`config.mk`:
```
export PLATFORM = sky130hd
export DESIGN_NAME = multi_channel_quadrature_decoder_core
export DESIGN_NICKNAME = d
export VERILOG_FILES = /design/src/rtl/core/qdec_pkg.sv /design/src/rtl/core/qdec_lane.sv /design/src/rtl/core/multi_channel_quadrature_decoder_core.sv
export SDC_FILE = /design/constraint.sdc
export NUM_CORES = 1
export LEC_CHECK = 0
export ABC_CLOCK_PERIOD_IN_PS = 4640
export BUFFER_PORTS_ARGS = -buffer_cell sky130_fd_sc_hd__buf_4
export CAP_MARGIN = 10
export CORE_MARGIN = 3
export CORE_UTILIZATION = 35
export CTS_CLUSTER_DIAMETER = 30
export DETAILED_ROUTE_END_ITERATION = 8
export SLEW_MARGIN = 20
export SYNTH_ARGS = -nofsm -noshare
export SYNTH_HDL_FRONTEND = slang
export SYNTH_SLANG_ARGS = --single-unit
```
`constraint.sdc`:
```
create_clock -name clk -period 4.64 [get_ports clk]
set_input_delay 0.232 -clock clk [delete_from_list [all_inputs] [get_ports clk]]
set_output_delay 0.232 -clock clk [all_outputs]
set_load 0.01 [all_outputs]
```
`src/rtl/core/qdec_pkg.sv`:
```
// qdec_pkg: shared types and constants for the multi-channel quadrature decoder.
// Holds the x4 transition table, field widths and register address codes.
// No dependencies.
`timescale 1ns / 1ps
`default_nettype none

package qdec_pkg;

  // Field widths
  localparam int SNAP_W  = 16;  // pin snapshot width
  localparam int POS_W   = 4;   // bit position field per channel
  localparam int COUNT_W = 8;   // position counter width
  localparam int CHAN_W  = 3;   // channel select width
  localparam int REG_W   = 32;  // configuration data width
  localparam int ADDR_W  = 4;   // configuration byte address width
  localparam int ACT_W   = 4;   // active channel count register width

  // Register index codes, decoded from paddr[3:2]
  localparam logic [1:0] REG_A_POS  = 2'd0;
  localparam logic [1:0] REG_B_POS  = 2'd1;
  localparam logic [1:0] REG_ACTIVE = 2'd2;

  typedef logic signed [COUNT_W-1:0] count_t;
  typedef logic [SNAP_W-1:0]         snap_t;
  typedef logic [POS_W-1:0]          pos_t;

  // Update request from the sample stage to every channel lane
  typedef struct packed {
    logic  update;    // a sample moves through and a reference reading exists
    snap_t old_snap;  // stored reading
    snap_t new_snap;  // incoming snapshot
  } sample_upd_t;

  // x4 decode: index = {oldA, oldB, newA, newB}
  function automatic count_t step_delta(input logic [3:0] idx);
    count_t d;
    case (idx)
      4'h1, 4'h7, 4'h8, 4'hE: d = -8'sd1;
      4'h2, 4'h4, 4'hB, 4'hD: d = 8'sd1;
      default:                d = 8'sd0;
    endcase
    return d;
  endfunction

endpackage

`default_nettype wire

```
`src/rtl/core/qdec_lane.sv`:
```
// qdec_lane: one encoder channel, its position counter and x4 transition decode.
// Depends on qdec_pkg.
`timescale 1ns / 1ps
`default_nettype none

module qdec_lane (
  input  wire                  clk,
  input  wire                  rst,
  input  qdec_pkg::sample_upd_t upd,
  input  wire                  active,
  input  qdec_pkg::pos_t       pos_a,
  input  qdec_pkg::pos_t       pos_b,
  output qdec_pkg::count_t     count
);

  logic [3:0]       idx;
  logic             moved;
  qdec_pkg::count_t count_next;

  // Transition index and change detect on this lane's phase bits
  always_comb begin
    idx   = {upd.old_snap[pos_a], upd.old_snap[pos_b],
             upd.new_snap[pos_a], upd.new_snap[pos_b]};
    moved = (idx[3] != idx[1]) || (idx[2] != idx[0]);
    count_next = count + qdec_pkg::step_delta(idx);
  end

  // Wrapping counter
  always_ff @(posedge clk) begin
    if (rst) begin
      count <= '0;
    end else if (upd.update && active && moved) begin
      count <= count_next;
    end
  end

endmodule

`default_nettype wire

```
`src/rtl/core/multi_channel_quadrature_decoder_core.sv`:
```
// multi_channel_quadrature_decoder_core: top level of the x4 quadrature decoder.
// Depends on qdec_pkg and qdec_lane.
//
//   channel  | direction | tdata / tuser contents
//   s_axis   | in        | tdata: pins[15:0], channel[18:16]; tuser: mode
//   m_axis   | out       | tdata: count_value[7:0]; tuser: channel_present
//   apb      | config    | 0x0 a_bit_positions, 0x4 b_bit_positions, 0x8 active_channels
//
// An item is held in the input register, then decoded and either updates the counters
// (sample) or loads the result register (read); one item per cycle sustained while no read
// waits. A read waits in the input register only while the result register is full and not
// taken. Reset is synchronous and clears counters, the reference reading flag, registers and
// valid flags; no clearing pass.
`timescale 1ns / 1ps
`default_nettype none

module multi_channel_quadrature_decoder_core #(
  parameter int CHANNELS = 8
) (
  input  wire                                 clk,
  input  wire                                 rst,
  // input stream
  input  wire                                 s_axis_tvalid,
  output logic                                s_axis_tready,
  input  wire  [23:0]                         s_axis_tdata,  // pins[15:0], channel[18:16]
  input  wire                                 s_axis_tuser,  // mode
  // result stream
  output logic                                m_axis_tvalid,
  input  wire                                 m_axis_tready,
  output qdec_pkg::count_t                    m_axis_tdata,  // count_value[7:0]
  output logic                                m_axis_tuser,  // channel_present
  // configuration
  input  wire                                 psel,
  input  wire                                 penable,
  input  wire                                 pwrite,
  input  wire  [qdec_pkg::ADDR_W-1:0]         paddr,
  input  wire  [qdec_pkg::REG_W-1:0]          pwdata,
  output logic [qdec_pkg::REG_W-1:0]          prdata,
  output logic                                pready
);

  localparam int IDX_W = (CHANNELS > 1) ? $clog2(CHANNELS) : 1;

  // Configuration registers
  logic [qdec_pkg::REG_W-1:0] a_pos_reg;
  logic [qdec_pkg::REG_W-1:0] b_pos_reg;
  logic [qdec_pkg::ACT_W-1:0] active_reg;
  logic                       cfg_wr;

  // Input register
  logic                        in_valid;
  logic                        in_mode;
  qdec_pkg::snap_t             in_pins;
  logic [qdec_pkg::CHAN_W-1:0] in_chan;

  // State
  qdec_pkg::snap_t       last_snapshot;
  logic                  have_snapshot;
  qdec_pkg::count_t      counts [CHANNELS];
  qdec_pkg::sample_upd_t upd;

  logic [qdec_pkg::ACT_W-1:0] eff_n;
  logic                       in_advance;
  logic                       sample_fire;
  logic                       read_fire;
  logic                       chan_ok;

  // APB port
  assign pready = 1'b1;
  assign cfg_wr = psel && penable && pwrite;

  always_ff @(posedge clk) begin
    if (rst) begin
      a_pos_reg  <= '0;
      b_pos_reg  <= '0;
      active_reg <= '0;
    end else if (cfg_wr) begin
      case (paddr[3:2])
        qdec_pkg::REG_A_POS:  a_pos_reg  <= pwdata;
        qdec_pkg::REG_B_POS:  b_pos_reg  <= pwdata;
        qdec_pkg::REG_ACTIVE: active_reg <= pwdata[qdec_pkg::ACT_W-1:0];
        default: ;
      endcase
    end
  end

  always_comb begin
    case (paddr[3:2])
      qdec_pkg::REG_A_POS:  prdata = a_pos_reg;
      qdec_pkg::REG_B_POS:  prdata = b_pos_reg;
      qdec_pkg::REG_ACTIVE: prdata = {{(qdec_pkg::REG_W-qdec_pkg::ACT_W){1'b0}}, active_reg};
      default:              prdata = '0;
    endcase
  end

  // Effective channel count, clamped to the number of lanes
  always_comb begin
    if (active_reg > qdec_pkg::ACT_W'(CHANNELS)) begin
      eff_n = qdec_pkg::ACT_W'(CHANNELS);
    end else begin
      eff_n = active_reg;
    end
  end

  // Flow control: samples always drain, reads need room in the result register
  assign in_advance    = in_valid && (!in_mode || !m_axis_tvalid || m_axis_tready);
  assign s_axis_tready = !in_valid || in_advance;
  assign sample_fire   = in_advance && !in_mode;
  assign read_fire     = in_advance && in_mode;

  // Input register
  always_ff @(posedge clk) begin
    if (rst) begin
      in_valid <= 1'b0;
    end else if (s_axis_tready) begin
      in_valid <= s_axis_tvalid;
    end
  end

  always_ff @(posedge clk) begin
    if (s_axis_tready && s_axis_tvalid) begin
      in_mode <= s_axis_tuser;
      in_pins <= s_axis_tdata[15:0];
      in_chan <= s_axis_tdata[18:16];
    end
  end

  // Reference reading
  always_ff @(posedge clk) begin
    if (rst) begin
      have_snapshot <= 1'b0;
      last_snapshot <= '0;
    end else if (sample_fire) begin
      have_snapshot <= 1'b1;
      last_snapshot <= in_pins;
    end
  end

  // Channel lanes
  assign upd.update   = sample_fire && have_snapshot;
  assign upd.old_snap = last_snapshot;
  assign upd.new_snap = in_pins;

  for (genvar c = 0; c < CHANNELS; c++) begin : g_lane
    qdec_lane u_lane (
      .clk    (clk),
      .rst    (rst),
      .upd    (upd),
      .active (qdec_pkg::ACT_W'(c) < eff_n),
      .pos_a  (a_pos_reg[c*qdec_pkg::POS_W +: qdec_pkg::POS_W]),
      .pos_b  (b_pos_reg[c*qdec_pkg::POS_W +: qdec_pkg::POS_W]),
      .count  (counts[c])
    );
  end

  // Result register
  assign chan_ok = {1'b0, in_chan} < eff_n;

  always_ff @(posedge clk) begin
    if (rst) begin
      m_axis_tvalid <= 1'b0;
    end else if (read_fire) begin
      m_axis_tvalid <= 1'b1;
    end else if (m_axis_tready) begin
      m_axis_tvalid <= 1'b0;
    end
  end

  always_ff @(posedge clk) begin
    if (read_fire) begin
      m_axis_tuser <= chan_ok;
      m_axis_tdata <= chan_ok ? counts[in_chan[IDX_W-1:0]] : '0;
    end
  end

endmodule

`default_nettype wire

```
# Yosys cells after proc, flatten, opt, wreduce, memory -nomap -nowiden
# Memory sizes are Yosys's and may differ from the RTL's.
# Index checks and enable logic that the tools add are counted.
[op_classes]
eq_ne = 18
n_bitwise = 1
n_reduce_logical = 42
n_lt_le_gt_ge = 27
n_mux = 71
add_sub_neg = 8
[op_table]
columns = ["operator", "n"]
rows = [
  ["1-bit binary-select mux with 4-bit select", 32],
  ["32-bit one-hot mux with 3 select lines", 1],
  ["4-bit by 5-bit less-than comparator with 1-bit output (second input constant)", 16],
  ["8-bit adder", 8],
  ["1-bit 2-to-1 mux", 34],
  ["8-bit binary-select mux with 3-bit select", 1],
  ["1-bit logical AND", 23],
  ["3-bit by 4-bit less-than comparator with 1-bit output (first input constant)", 4],
  ["8-bit 2-to-1 mux", 2],
  ["1-bit != test", 16],
  ["1-bit logical OR", 11],
  ["1-bit by 4-bit less-than comparator with 1-bit output (first input constant)", 2],
  ["2-bit by 4-bit less-than comparator with 1-bit output (first input constant)", 2],
  ["2-bit AND reduction", 3],
  ["4-bit >= comparator (second input constant)", 1],
  ["4-bit greater-than comparator (second input constant)", 1],
  ["3-bit by 4-bit less-than comparator with 1-bit output", 1],
  ["4-bit 2-to-1 mux", 1],
  ["3-bit inverter with 4-bit output", 1],
  ["1-bit logical NOT", 3],
  ["2-bit by 1-bit == test with 1-bit output (second input constant)", 1],
  ["2-bit == test (second input constant)", 1],
  ["2-bit logical NOT", 1],
  ["2-bit nonzero test", 1],
]
[totals]
n_memories = 8
output_inout_bits = 44
elab_cells = 195
romBits = 1024
reg_bits = 180
in_bits = 68
[mem_list]
columns = ["name", "depth", "width", "rd", "rd_ports_with_merged_regs", "write_ports", "line", "text"]
rows = [
  ["(name not given)", 16, 8, 1, 0, 0, "qdec_pkg.sv:37", "case (idx)"],
  ["(name not given)", 16, 8, 1, 0, 0, "qdec_pkg.sv:37", ""],
  ["(name not given)", 16, 8, 1, 0, 0, "qdec_pkg.sv:37", ""],
  ["(name not given)", 16, 8, 1, 0, 0, "qdec_pkg.sv:37", ""],
  ["(name not given)", 16, 8, 1, 0, 0, "qdec_pkg.sv:37", ""],
  ["(name not given)", 16, 8, 1, 0, 0, "qdec_pkg.sv:37", ""],
  ["+2 memories", "n/a", "n/a", "n/a", "n/a", "n/a", "n/a", ""],
]

# Longest topological paths before layout
[logic_depth]
depth_word = 8
mapped_depth = 16

# By module
# Synthesis repeated with hierarchy kept, for this count alone.
[hier_totals]
cells_unflattened = 1428
hier_area_um2 = 15727.6
[modules_own_cells]
columns = ["mod", "area_per_inst_um2", "n_inst", "cells_per_inst"]
rows = [
  ["multi_channel_quadrature_decoder_core", 5652.9, 1, 546],
  ["qdec_lane (g_lane[0].u_lane ...)", 1261.2, 3, 104],
  ["qdec_lane (g_lane[5].u_lane ...)", 1238.7, 3, 114],
  ["qdec_lane (g_lane[3].u_lane ...)", 1287.5, 2, 114],
]

# Least setup slack after synthesis
# OpenSTA, ideal clock, no wires.
[synth_timing]
kind = "reg-to-reg"
startpoint = "register in_pins[13]"
endpoint = "register g_lane[7].u_lane.count[7]"
arrival_time_ns = 4.109
period_less_slack_ns = 4.232
path_buffers = 1
path_slack_ns = 0.408
path_stages_with_launch = 16
path_cell_list = "edfxtp_1 buf_6 mux4_1 mux4_2 inv_1 ha_1 mux2i_1 mux2i_1 ha_1 a21o_1 a211oi_1 o21a_1 nor3_1 a22o_1 o31ai_1 mux2_1"
[synth_between]
elab_chain_cells = 5
[synth_rtl]
columns = ["item", "line", "text"]
rows = [
  ["from (decl)", "multi_channel_quadrature_decoder_core.sv:53", "qdec_pkg::snap_t in_pins;"],
  ["from (signal assigned)", "multi_channel_quadrature_decoder_core.sv:123", "in_pins <= s_axis_tdata[15:0];"],
  ["parallel branches: the longest is 5 deep, another holds memory 16 x 8 bit", "n/a", ""],
  ["to (signal assigned)", "qdec_lane.sv:33", "count <= count_next;"],
  ["to (decl)", "qdec_lane.sv:13", "output qdec_pkg::count_t count"],
]
# Parallel ways; which one is timed is not known. The select of a mux whose other input is x is not followed.
# A chain may end at the register's enable or synchronous reset.

# Worst setup path in the final report
[layout_timing]
startpoint = "register in_pins[5]"
endpoint = "register g_lane[6].u_lane.count[7]"
[layout_between]
elab_chain_cells = 5
[layout_rtl]
columns = ["item", "line"]
rows = [
  ["parallel branches: the longest is 5 deep, another holds memory 16 x 8 bit", "n/a"],
  ["to (signal assigned)", "qdec_lane.sv:33"],
  ["to (decl)", "qdec_lane.sv:13"],
]
# Parallel ways; which one is timed is not known. The select of a mux whose other input is x is not followed.

==> impl_metrics.tcl <==
set metrics [dict create \
    route.final.wire_length_mm 42.9 \
    synth_mux_area_frac 0.352 \
    seqPwrFrac 0.434 \
    p_leak_nw 6.66 \
    detail-route-antenna-nets 0 \
    synth_compound_area_frac 0.0968 \
    cts_root_buffer "clkbuf_16" \
    avgRoutedWirePerCell_um 20.0 \
    synth_area_leaders "dfxtp_1 (20%), mux4_2 (16%), mux4_1 (9.3%)" \
    worst_path_max_delay_cell "mux4_2" \
    yosysTopAreaCell "dfxtp_1" \
    p_int_mw 2.75 \
    cp_top_family "multiplexers" \
    dp_hpwl_mm 30.4 \
    syn_area_sq_um 15200 \
    powerDensity_nw_per_um2 220 \
    fin_crit_ns 4.43 \
    die_y_um 215 \
    cts_sinks 180 \
    drt_iter0_markers 975 \
    boundaryPins 112 \
    required_ns 4.99 \
    hold_path_class "in2reg" \
    finalSetupViolCount 0 \
    timing.final.crit_share 0.956 \
    crit_chain "buf_4, mux4_1, mux4_2, ha_1, mux2i_1, mux2i_1, buf_4, ha_1, a211oi_1, o21a_1, nor3_1, a22o_1, o31ai_1, mux2_2" \
    place.gp.congestion 0.887 \
    grt_pass1_vias 11700 \
    post-place-ws_ns 0.0275 \
    synth_fa_ha_area_frac 0.0853 \
    synth_top_area_frac 0.199 \
    path_class "reg2reg" \
    synthArstFlopShare 0 \
    synth_edf_count 29 \
    cp_num_buf_inv 2 \
    clk-insertion-delay-late_ns 0.47 \
    clkPwrFrac 0.391 \
    maxCapViolations 0 \
    arrival_ns 4.79 \
    cts_tree "yes" \
    start_kind "flip-flop" \
    synthFlopType "dfxtp_1" \
    finalHoldViolations 0 \
    tightest_slew_ns 0.940 \
    diodes 0 \
    slowest_delay_ns 0.55 \
    layout_setup_ws_ns 0.206 \
    clock_path_buffers 2 \
    combPwrFrac 0.174 \
    worstPathMaxFanout 10 \
    final_area_sq_um 17500 \
    synthTopCellsByCount "nand2_1 (185), dfxtp_1 (151), nor2_1 (142), mux2i_1 (133), a21oi_1 (117)" \
    syn_to_final_growth_pct 15.0 \
    status "completed" \
    fin_tns_setup_ns 0 \
    nets 1716 \
    rows 75 \
    largest_reg_flops 64 \
    grt_first_pass_wirelength_mm 66.9 \
    endpoint_kind "flip-flop" \
    core_area_sq_um 42400 \
    synth_top_family_by_area "multiplexers" \
    antenna_found_initial 0 \
    drtPass1Iterations 7 \
    start_util 0.359 \
    grt_max_degree 85 \
    switching_power_mw 1.10 \
    skew_ns 0.0128 \
    fp.dieW_um 215 \
    synth_xor_area_frac 0.0419 \
    ir_drop_uv 199 \
    ys_warn_count 0 \
    ys_types 63 \
    syn_inst 1460 \
    via_count 12000 \
    io_buffer_count 103 \
    drive_gt1_frac 0.226 \
    ys_seq_area_frac 0.256 \
    avgSynthCellArea_sq_um 10.4 \
    placed_cell_area_sq_um 16600 \
    numCtsBuffers 17 \
    synthSimpleGateAreaFrac 0.113 \
    netSwitchingFraction 0.286 \
    grt.total_usage 0.183 \
    rsz0062_at_grt "no" \
    grt-ovfl-total 0 \
    htreeDepth 4 \
    finalMaxSlewViolations 0 \
    dieArea_sq_um 46000 \
    slew_headroom 0.374 \
    synthMostInstantiatedCell "nand2_1" \
    syn_nets 1627 \
    fmax_ghz 0.226 \
    drcViolationCount 0 \
    vias_per_cell 5.62 \
    ys_ff_latch 180 \
    path_clk_slew_ns 0.07 \
]
==> routing by layer <==
layer  share of wire  track usage  vias up  wire length [um]
met5               0            0        -                 0
met4           0.022       0.0528        0               938
met3           0.087       0.0479      102              3710
met2            0.46        0.296      590             19900
met1            0.43        0.243     5757             18400
li1                -            -     5577                 -
==> metrics by stage <==
step / instances / power, mW / utilization / hold slack [ns]
after detailed placement: 2079 / 2.34 / 0.392 / 0.411
after global routing: 2139 / 4.00 / 0.413 / 0.00395
after global placement: 2079 / 2.33 / 0.392 / 0.410
after floorplan: 1460 / 2.13 / - / 0.331
after CTS: 2138 / 3.87 / 0.412 / 0.000458
final: 2139 / 3.85 / 0.413 / 0.0168
==> worst register-to-register path, delay by kind of cell (launching register included) <==
kind	cells	cell delay, ns
mux	5	1.85
compound gates	4	1.02
simple gates	1	0.07
fa+ha+maj	2	0.57
buf+inv	2	0.40
flops	1	0.41
==> kinds of logic after synthesis <==
logic type,after synthesis
and+or+nand+nor,413
muxes,307
AOI/OAI and AO/OA,226
DFF,180
buffers and inverters,162
adders and majority gates,99
xor gates and xnor gates,72
other,1
==> area by class of cell <==
class | instances | area, sq um
tap | 577 | 722
multi-input combinational | 1118 | 10500
sequential | 180 | 3900
clock inverter | 13 | 149
fill | 4164 | 24900
inverter | 35 | 133
clock buffer | 19 | 433
timing repair buffer | 197 | 1630
==> repair_timing <==
item,CTS,global route
hold endpoints to repair,25,0
cloned,0,0
hold buffers,25,0
resized for setup,0,15
setup buffers,2,1
setup endpoints to repair,1,7
pin swaps,0,0
==> power groups by stage <==
stage / registers [mW] / logic, mW / clock network (mW)
after floorplan: 1.67 / 0.465 / 0
after global placement: 1.70 / 0.623 / 0
after detailed placement: 1.71 / 0.639 / 0
after CTS: 1.67 / 0.662 / 1.54
after global routing: 1.67 / 0.731 / 1.60
final: 1.67 / 0.671 / 1.51
==> cell usage in the layout, fill, tap and decap left out, drive strengths merged, types with 8 or more instances in the layout <==
master / count
nand3: 25
mux4: 159
a22oi: 8
fa: 8
xnor2: 67
dfxtp: 151
o21ai: 32
nor2: 142
inv: 36
mux2i: 140
nor2b: 17
a211oi: 14
edfxtp: 29
ha: 91
nand2: 186
dlygate4sd3: 25
a21o: 16
clkinv: 10
mux2: 8
nor3: 22
clkbuf: 19
o21bai: 11
a21oi: 117
buf: 172
==> final timing paths <==
path | from | end | slack (ns) | depth (start not counted)
min reg2reg | b_pos_reg[7]$_SDFFE_PP0P_ | b_pos_reg[7]$_SDFFE_PP0P_ | 0.47 | 2
max | in_pins[5]$_DFFE_PP_ | g_lane[6].u_lane.count[7]$_SDFFE_PP0P_ | 0.21 | 14
min | pwdata[30] | b_pos_reg[30]$_SDFFE_PP0P_ | 0.02 | 3
max reg2reg | in_pins[5]$_DFFE_PP_ | g_lane[6].u_lane.count[7]$_SDFFE_PP0P_ | 0.21 | 14
Power figures use the tool's default switching activity.
